==> src/hw/rtl/assert_macros.svh <==
// assertion macros shared by the gemm tile rtl
// no dependencies; define NO_ASSERTIONS to compile the checks out
`ifndef ASSERT_MACROS_SVH
`define ASSERT_MACROS_SVH
`ifndef NO_ASSERTIONS
`define GT_ASSERT(lbl, clk, rst, prop) lbl: assert property (@(posedge clk) disable iff (rst) prop) else $error("%m: check failed");
`define GT_NEVER(lbl, clk, rst, expr) lbl: assert property (@(posedge clk) disable iff (rst) !(expr)) else $error("%m: forbidden condition");
`else
`define GT_ASSERT(lbl, clk, rst, prop)
`define GT_NEVER(lbl, clk, rst, expr)
`endif
`endif

==> src/hw/rtl/gtile_pkg.sv <==
// shared types, constants and helper functions for the gemm tile engine
// no dependencies
package gtile_pkg;

   localparam int TILE_ROWS_DEF = 8;
   localparam int TILE_COLS_DEF = 16;
   localparam int MAX_ELEMS     = 16;
   localparam int LANE_LAT      = 5;
   localparam int ROW_IDX_W     = 4;
   localparam int CNT_W         = 5;
   localparam int CSR_IDX_W     = 1;

   localparam logic [31:0] FP_QNAN     = 32'h7FC0_0000;
   localparam logic [31:0] FP_INF      = 32'h7F80_0000;
   localparam logic [31:0] FP_NEG_ZERO = 32'h8000_0000;
   localparam logic [31:0] ALPHA_RESET = 32'h3F80_0000;
   localparam logic [31:0] BETA_RESET  = 32'h0000_0000;

   localparam logic [1:0] FN_LOAD_A = 2'd0;
   localparam logic [1:0] FN_ACC    = 2'd1;
   localparam logic [1:0] FN_EPI    = 2'd2;

   localparam logic [CSR_IDX_W-1:0] CSR_ALPHA = 1'b0;
   localparam logic [CSR_IDX_W-1:0] CSR_BETA  = 1'b1;

   typedef logic signed [11:0] exp_type;

   typedef struct packed {
      logic [1:0]  func;
      logic [2:0]  row;
      logic [63:0] word0;
      logic [63:0] word1;
      logic [63:0] word2;
      logic [63:0] word3;
      logic [63:0] word4;
      logic [63:0] word5;
      logic [63:0] word6;
      logic [63:0] word7;
   } req_type;

   typedef struct packed {
      logic [2:0]  out_row;
      logic [63:0] out_word0;
      logic [63:0] out_word1;
      logic [63:0] out_word2;
      logic [63:0] out_word3;
      logic [63:0] out_word4;
      logic [63:0] out_word5;
      logic [63:0] out_word6;
      logic [63:0] out_word7;
      logic        tile_done;
   } rsp_type;

   typedef enum logic [1:0] {LSRC_ACC, LSRC_SCALE, LSRC_BETA} lane_src_type;

   typedef enum logic [1:0] {ST_IDLE, ST_ACC, ST_EPI_WAIT, ST_EPI} seq_state_type;

   typedef struct packed {
      logic                 rd_en;
      logic [ROW_IDX_W-1:0] rd_row;
      lane_src_type         lane_src;
      logic [ROW_IDX_W-1:0] a_row;
      logic                 wr_en;
      logic [ROW_IDX_W-1:0] wr_row;
      logic                 out_load;
      logic                 tile_clear;
   } seq_cmd_type;

   function automatic logic [31:0] req_elem(req_type r, int unsigned idx);
      logic [63:0] w;
      begin
         case (idx >> 1)
            0: w = r.word0;
            1: w = r.word1;
            2: w = r.word2;
            3: w = r.word3;
            4: w = r.word4;
            5: w = r.word5;
            6: w = r.word6;
            7: w = r.word7;
            default: w = '0;
         endcase
         return idx[0] ? w[63:32] : w[31:0];
      end
   endfunction

   function automatic logic [6:0] lzc64(logic [63:0] v);
      logic [6:0] n;
      begin
         n = 7'd64;
         for (int i = 0; i < 64; i++) begin
            if (v[i]) n = 7'(63 - i);
         end
         return n;
      end
   endfunction

endpackage

==> src/hw/rtl/gtile_seq.sv <==
// sequencer: steps the lanes through the tile rows and the epilogue passes
// depends on gtile_pkg and assert_macros.svh
`include "assert_macros.svh"
module gtile_seq #(
   parameter int ROWS = gtile_pkg::TILE_ROWS_DEF
) (
   input  logic                   clock,
   input  logic                   reset,
   input  logic                   start,
   input  logic [1:0]             func,
   input  logic [2:0]             row,
   input  logic                   beta_nz,
   input  logic                   out_busy,
   output logic                   idle,
   output gtile_pkg::seq_cmd_type cmd
);
   import gtile_pkg::*;

   localparam logic [CNT_W-1:0]       ROWS_C   = CNT_W'(ROWS);
   localparam logic [CNT_W-1:0]       ACC_LAST = CNT_W'(ROWS + LANE_LAT);
   localparam logic [CNT_W-1:0]       P1_DONE  = CNT_W'(LANE_LAT + 1);
   localparam logic [CNT_W-1:0]       P2_DONE  = CNT_W'(2 * LANE_LAT + 1);
   localparam logic [ROW_IDX_W:0]     ROWS_V   = (ROW_IDX_W + 1)'(ROWS);
   localparam logic [ROW_IDX_W-1:0]   LAST_ROW = ROW_IDX_W'(ROWS - 1);

   seq_state_type        state_ff, state_in;
   logic [CNT_W-1:0]     cnt_ff, cnt_in, cnt_m1, cnt_wb;
   logic [ROW_IDX_W-1:0] row_ff, row_in;
   logic                 row_ok;

   assign row_ok = ({2'b00, row} < ROWS_V);
   assign cnt_m1 = cnt_ff - CNT_W'(1);
   assign cnt_wb = cnt_ff - P1_DONE;

   always_comb begin
      state_in = state_ff;
      cnt_in   = cnt_ff + CNT_W'(1);
      row_in   = row_ff;
      case (state_ff)
         ST_IDLE: begin
            cnt_in = '0;
            if (start) begin
               row_in = {1'b0, row};
               if (func == FN_ACC) state_in = ST_ACC;
               else if (func == FN_EPI && row_ok) state_in = ST_EPI_WAIT;
            end
         end
         ST_ACC: begin
            if (cnt_ff == ACC_LAST) state_in = ST_IDLE;
         end
         ST_EPI_WAIT: begin
            cnt_in = '0;
            if (!out_busy) state_in = ST_EPI;
         end
         ST_EPI: begin
            if ((cnt_ff == P1_DONE && !beta_nz) || cnt_ff == P2_DONE) state_in = ST_IDLE;
         end
         default: state_in = ST_IDLE;
      endcase
   end

   always_comb begin
      cmd          = '0;
      cmd.lane_src = LSRC_ACC;
      case (state_ff)
         ST_ACC: begin
            cmd.rd_en  = (cnt_ff < ROWS_C);
            cmd.rd_row = cnt_ff[ROW_IDX_W-1:0];
            cmd.a_row  = cnt_m1[ROW_IDX_W-1:0];
            cmd.wr_en  = (cnt_ff >= P1_DONE);
            cmd.wr_row = cnt_wb[ROW_IDX_W-1:0];
         end
         ST_EPI: begin
            cmd.rd_en  = (cnt_ff == '0);
            cmd.rd_row = row_ff;
            if (cnt_ff == CNT_W'(1)) cmd.lane_src = LSRC_SCALE;
            if (cnt_ff == P1_DONE) begin
               if (beta_nz) cmd.lane_src = LSRC_BETA;
               else cmd.out_load = 1'b1;
            end
            if (cnt_ff == P2_DONE) cmd.out_load = 1'b1;
            cmd.tile_clear = cmd.out_load && (row_ff == LAST_ROW);
         end
         default: cmd.lane_src = LSRC_ACC;
      endcase
   end

   assign idle = (state_ff == ST_IDLE);

   always_ff @(posedge clock) begin
      if (reset) begin
         state_ff <= ST_IDLE;
         cnt_ff   <= '0;
         row_ff   <= '0;
      end else begin
         state_ff <= state_in;
         cnt_ff   <= cnt_in;
         row_ff   <= row_in;
      end
   end

   `GT_NEVER(a_rd_wr_same_row, clock, reset, cmd.rd_en && cmd.wr_en && (cmd.rd_row == cmd.wr_row))
   `GT_NEVER(a_load_when_busy, clock, reset, cmd.out_load && out_busy)
   `GT_ASSERT(a_clear_with_load, clock, reset, cmd.tile_clear |-> cmd.out_load)
   `GT_ASSERT(a_acc_start, clock, reset, (state_ff == ST_IDLE && start && func == FN_ACC) |=> (state_ff == ST_ACC))

endmodule

==> config.mk <==
export PLATFORM = sky130hd
export DESIGN_NAME = gtile_seq
export DESIGN_NICKNAME = d
export VERILOG_FILES = /design/src/hw/rtl/gtile_pkg.sv /design/src/hw/rtl/gtile_seq.sv
export VERILOG_INCLUDE_DIRS = /design/src /design/src/hw/rtl
export SDC_FILE = /design/constraint.sdc
export NUM_CORES = 1
export LEC_CHECK = 0
export ABC_AREA = 1
export BUFFER_PORTS_ARGS = -buffer_cell sky130_fd_sc_hd__buf_2
export CAP_MARGIN = 5
export CORE_MARGIN = 2
export CORE_UTILIZATION = 51
export CTS_CLUSTER_SIZE = 28
export DETAILED_ROUTE_END_ITERATION = 6
export GPL_TIMING_DRIVEN = 0
export PLACE_DENSITY_LB_ADDON = 0.3
export SYNTH_ARGS = -nofsm -noshare
export SYNTH_HDL_FRONTEND = slang
export SYNTH_SLANG_ARGS = --single-unit
==> constraint.sdc <==
create_clock -name clock -period 2.1 [get_ports clock]
set_input_delay 0.315 -clock clock [delete_from_list [all_inputs] [get_ports clock]]
set_output_delay 0.315 -clock clock [all_outputs]
set_load 0.05 [all_outputs]
==> results of run 1 <==
area by class of cell:
type                    count  area [um2]
multi-input cells          97       488.0
fillers                   152       479.2
flip-flops and latches     10       203.9
repair buffers             28       148.9
inverters                  23       86.33
clock buffers               3       22.52
well taps                  16       20.02
plain buffers               1       5.005
repair_timing:
action	in CTS	in global routing
gates resized for setup	2	6
endpoints found under the setup margin	1	4
buffers inserted	0	0
routing by layer:
metal,global-route usage,vias to the layer above,part of all wire
met4,0.1375,0,0.020
li1,-,472,-
met5,0,-,0
met2,0.3879,28,0.47
met1,0.2775,368,0.45
met3,0.02128,6,0.056
power by group through the flow:
stage | combinational, mW | clock (mW) | sequential [mW]
after floorplan | 0.478 | 0 | 0.264
after detailed placement | 0.589 | 0 | 0.275
after CTS | 0.590 | 0.132 | 0.272
after global placement | 0.580 | 0 | 0.272
final | 0.591 | 0.129 | 0.272
after global routing | 0.656 | 0.137 | 0.277
flip-flops by register name, summed over array words and instances (netlist names):
signal    flops
cnt_ff        5
row_ff        3
state_ff      2
cell usage in the layout (no fill, tap or decap), types with 3 or more instances in the layout:
master    Yosys  final
nor2_2        4      4
o21ai_0       8      8
o21ai_1       3      3
dfxtp_1      10      7
ha_1          7      6
clkbuf_4      0      3
inv_2         3      3
nor2_1       30     30
nand2_1      26     26
buf_2         1     27
inv_1        20     20
a21oi_1       5      5
dfxtp_2       0      3
nand3_1       9      9
logic make-up (layout without fill, tap and decap cells):
| group | count (synthesis) | count (layout) | synth area share |
|---|---|---|---|
| compound gates | 19 | 19 | 0.1313 |
| fa+ha+maj | 7 | 7 | 0.1134 |
| buf+inv | 24 | 55 | 0.1183 |
| flops | 10 | 10 | 0.2593 |
| simple gates | 71 | 71 | 0.3776 |
stage by stage:
| stage | total power [mW] | area [um2] | std cells | utilization |
|---|---|---|---|---|
| 3_3_place_gp | 0.8526 | 937.1 | 175 | 0.6446 |
| 5_1_grt | 1.070 | 974.7 | 178 | 0.6704 |
| 4_1_cts | 0.9939 | 963.4 | 178 | 0.6627 |
| 3_5_place_dp | 0.8638 | 937.1 | 175 | 0.6446 |
| 2_1_floorplan | 0.7419 | 777.0 | 131 | - |
| 6_report | 0.9918 | 974.7 | 178 | 0.6704 |
final timing paths:
check	start	to	slack, ns	cells after the start
min	row[0]	row_ff[0]	0.30	3
max	cnt_ff[2]	cmd[0]	0.13	8
min reg2reg	row_ff[0]	row_ff[0]	0.49	2
max reg2reg	cnt_ff[1]	state_ff[0]	0.62	11
worst register-to-register path: cells and delay by family, from the launching register on:
kind,cells,cell delay (ns)
adders and majority gates,1,0.17
buffers and inverters,3,0.24
DFF,1,0.34
and+or+nand+nor,7,0.63
==> impl_metrics.py, run 1 <==
metrics = {
    "synthesis": {
        "syn_inst": 131,
        "syn_avg_cell_area_um2": 5.893,
        "synth_top_area_frac": 0.2593,
        "synth-edff-count": 0,
        "ys_seq_elements": 10,
        "synthFlopType": "dfxtp_1",
        "yosysMostFrequentCell": "nor2_1",
        "synth_fp_nets": 148,
        "syn-cell-area_um2": 772.0,
        "ys_types": 17,
        "synthTopCellsByArea": "dfxtp_1, nor2_1, nand2_1",
        "yosysWarningCount": 0,
        "yosys.area.top_type": "dfxtp_1",
        "synthArstFlopShare": 0,
        "yosys-top-cells-count": "nor2_1, nand2_1, inv_1",
        "ys_seq_area_frac": 0.2593,
    },
    "timing": {
        "fin_ws_ns": 0.1344,
        "drv_slew": 0,
        "maxSlewHeadroom": 0.8336,
        "finClkSkew_ns": 0.001393,
        "period_share": 0.9360,
        "worstMarginPinSlew_ns": 0.2513,
        "fin_tns_setup_ns": 0,
        "min_period_ns": 1.966,
        "setup_violations": 0,
        "report.final.hold_viol_count": 0,
        "holdWs_ns": 0.3022,
        "max_freq_ghz": 0.5087,
    },
    "clock_network": {
        "clock_latency_ns": 0.26,
        "cts_hold_buffers": 0,
        "cts_buffers": 3,
        "cts_tree": "built",
        "htree_levels": 1,
        "cts_buffer_depth": 2,
        "clockRootBuffer": "clkbuf_4",
        "clk_pin_slew_ns": 0.06,
        "cts_num_sinks": 10,
    },
    "setup_path": {
        "cp_top_family": "simple AND/OR/NAND/NOR gates",
        "cpMostUsedCell": "inv_1",
        "crit_required_ns": 1.78,
        "endpoint_kind": "primary output",
        "crit_arrival_ns": 1.65,
        "slowest_delay_ns": 0.40,
        "crit_buf_inv": 3,
        "cp_max_fo": 7,
        "cp-start-kind": "register",
        "cp_cell_sequence": "ha_2, inv_1, nor2_1, nand3_1, nand2_1, inv_1, nor3_2, buf_6",
        "cpMaxStageDelayCell": "dfxtp_2",
        "path_class": "register to primary output",
    },
    "floorplan": {
        "die_width_um": 42.91,
        "io_pins": 29,
        "start_util": 0.5310,
        "core_area_um2": 1454,
        "die-area_um2": 1841,
        "rows": 14,
        "dieHeight_um": 42.91,
    },
    "routing": {
        "drtPass1Iterations": 4,
        "wirelength_um": 1807,
        "avgViaCountPerCell": 4.910,
        "ant_nets": 0,
        "drc": 0,
        "drtIter0Drc": 14,
        "vias": 874,
        "wl_per_cell_um": 10.15,
    },
    "cells_and_area": {
        "diodes": 0,
        "drive_gt1_frac": 0.2716,
        "syn_to_final_growth_pct": 26.26,
        "fin_nets": 181,
    },
    "power": {
        "pwr-share-comb": 0.596,
        "peakVddDrop_uv": 697.8,
        "switching_share": 0.5532,
        "switching_power_mw": 0.5487,
        "p_leak_nw": 0.5405,
        "p_seq_frac": 0.274,
        "p_int_mw": 0.4432,
        "cellPowerDensity_nw_per_um2": 1018,
        "p_clk_frac": 0.130,
    },
    "grt": {
        "grt_first_pass_wirelength_um": 3236,
        "overflow": 0,
        "grt_usage": 0.2296,
        "grt_max_degree": 11,
        "grt_pass1_vias": 793,
        "antenna_found_initial": 0,
    },
    "placed_design": {
        "io_buffers": 28,
        "pre_cts_slack_ns": 0.2569,
        "gp_congestion": 0.8160,
        "dpl.hpwl_um": 1431,
    },
    "worst_hold_path": {
        "hold_path_class": "primary input to register",
    },
    "flow_run": {
        "maxCapViolCount": 0,
    },
    "status": {
        "status": "complete, no violations",
    },
}
No activity file was read; power rests on OpenSTA's default activity.
==> inputs of run 2 (changes only) <==
PLACE_DENSITY = 0.82   (was unset)
PLACE_DENSITY_LB_ADDON = unset   (was 0.3)
SETUP_SLACK_MARGIN = 0.2   (was unset)
==> run 2 against run 1 <==
Non-clock buffer count up 4. Setup slack improved by 0.062 ns. Clock skew grew 0.0056 ns. Power grew 11%. Wire length rose by 27%. Fmax is 3.3% higher. Register-to-register slack barely moved. Worst hold slack lost 0.0030 ns. Clock power grew 42%. Final cell count increased by 2.8%. Sequential cell count is the same.
==> impl_metrics.py, run 2 (same netlist as run 1, synthesis figures left out) <==
metrics = {
    "clock_network": {
        "cts_buffer_depth": 2,
        "cts_hold_buffers": 0,
        "cts_tree": "built",
        "clockRootBuffer": "clkbuf_4",
        "htree_levels": 1,
        "cts_num_sinks": 10,
        "cts_buffers": 3,
        "clock_latency_ns": 0.28,
        "clk_pin_slew_ns": 0.08,
    },
    "floorplan": {
        "die-area_um2": 1841,
        "dieHeight_um": 42.91,
        "core_area_um2": 1454,
        "die_width_um": 42.91,
        "io_pins": 29,
        "start_util": 0.5310,
        "rows": 14,
    },
    "routing": {
        "vias": 976,
        "drtIter0Drc": 33,
        "drc": 0,
        "ant_nets": 0,
        "drtPass1Iterations": 4,
        "wirelength_um": 2299,
        "avgViaCountPerCell": 5.333,
        "wl_per_cell_um": 12.56,
    },
    "timing": {
        "max_freq_ghz": 0.5254,
        "drv_slew": 0,
        "min_period_ns": 1.903,
        "finClkSkew_ns": 0.006955,
        "report.final.hold_viol_count": 0,
        "setup_violations": 0,
        "maxSlewHeadroom": 0.8024,
        "fin_tns_setup_ns": 0,
        "period_share": 0.9063,
        "rsz0062_at_grt": "true",
        "worstMarginPinSlew_ns": 0.2953,
    },
    "setup_path": {
        "endpoint_kind": "primary output",
        "path_class": "register to primary output",
        "crit_required_ns": 1.78,
        "cp-start-kind": "register",
        "cp_max_fo": 5,
        "crit_arrival_ns": 1.59,
    },
    "worst_hold_path": {
        "hold_path_class": "primary input to register",
    },
    "power": {
        "p_leak_nw": 0.5646,
        "peakVddDrop_uv": 597.3,
        "cellPowerDensity_nw_per_um2": 1001,
    },
    "grt": {
        "grt_max_degree": 11,
        "grt_usage": 0.2293,
        "grt_first_pass_wirelength_um": 3229,
        "overflow": 0,
        "grt_pass1_vias": 793,
        "antenna_found_initial": 0,
    },
    "placed_design": {
        "placed_cell_area_um2": 939.7,
        "dpl.hpwl_um": 1486,
        "gp_congestion": 0.7843,
        "io_buffers": 28,
    },
    "cells_and_area": {
        "finish.utilization": 0.7582,
        "final_area_um2": 1102,
        "final_common_cell": "nor2_1",
        "fin_nets": 185,
        "top_regs": "cnt_ff: 5 flops, row_ff: 3 flops, state_ff: 2 flops",
        "largest_reg_flops": 5,
        "largest-register": "cnt_ff",
        "diodes": 0,
        "syn_to_final_growth_pct": 42.79,
        "final_cell_mix": "nor2_1, nand2_1, buf_2",
        "drive_gt1_frac": 0.3593,
    },
    "status": {
        "status": "complete, no violations",
    },
    "flow_run": {
        "maxCapViolCount": 0,
    },
}
[run 2: worst paths after layout]
check / slack (ns) / to / cells past startpoint / startpoint
setup / recovery: 0.20 / cmd[0] / 8 / cnt_ff[2]
hold / removal: 0.30 / row_ff[0] / 3 / row[0]
setup reg to reg: 0.62 / state_ff[0] / 11 / cnt_ff[0]
hold reg to reg: 0.47 / cnt_ff[0] / 1 / cnt_ff[0]
[run 2: worst max-delay path, cell delays in order, from the launching register on]
cell and delay [ns]:
dfxtp_4 0.39, ha_4 0.17, inv_4 0.04, nor2_4 0.11
nand3_2 0.10, nand2_2 0.09, inv_2 0.05, nor3_2 0.17
buf_6 0.18
[run 2: cell type report]
class	instances	area, um2
buffer	1	5.005
clock buffer	4	36.28
fill	121	351.6
inverter	23	88.84
multi-input combinational	97	535.5
sequential	10	212.7
tap	16	20.02
timing repair buffer	32	203.9
[run 2: where the power goes]
part,switching (mW),leakage [nW],total [mW],internal (mW)
registers,0.0463,0.0845,0.275,0.229
clock network,0.0779,0.0210,0.183,0.105
logic,0.473,0.459,0.646,0.172
total,0.598,0.565,1.10,0.506
[run 2: what timing repair did]
item,CTS,global route
setup endpoints to repair,11,17
gates resized for setup,16,22
pin swaps,0,5
setup buffers,0,4
[run 2: layer usage]
metal  GRT usage  wire, um
met3     0.07234       143
met5           0         0
met1      0.2846       994
met4     0.07500        56
met2      0.3727      1105
[run 2: metrics by stage]
step           worst slack (ns)  power (mW)  std cells  hold WS [ns]
5_1_grt                  0.1342       1.172        183        0.3213
3_3_place_gp             0.3117      0.8511        175        0.4863
6_report                 0.1968       1.104        183        0.2992
2_1_floorplan            0.1978      0.7423        131        0.4551
4_1_cts                  0.1843       1.053        179        0.3021
3_5_place_dp             0.2755      0.8673        175        0.4915
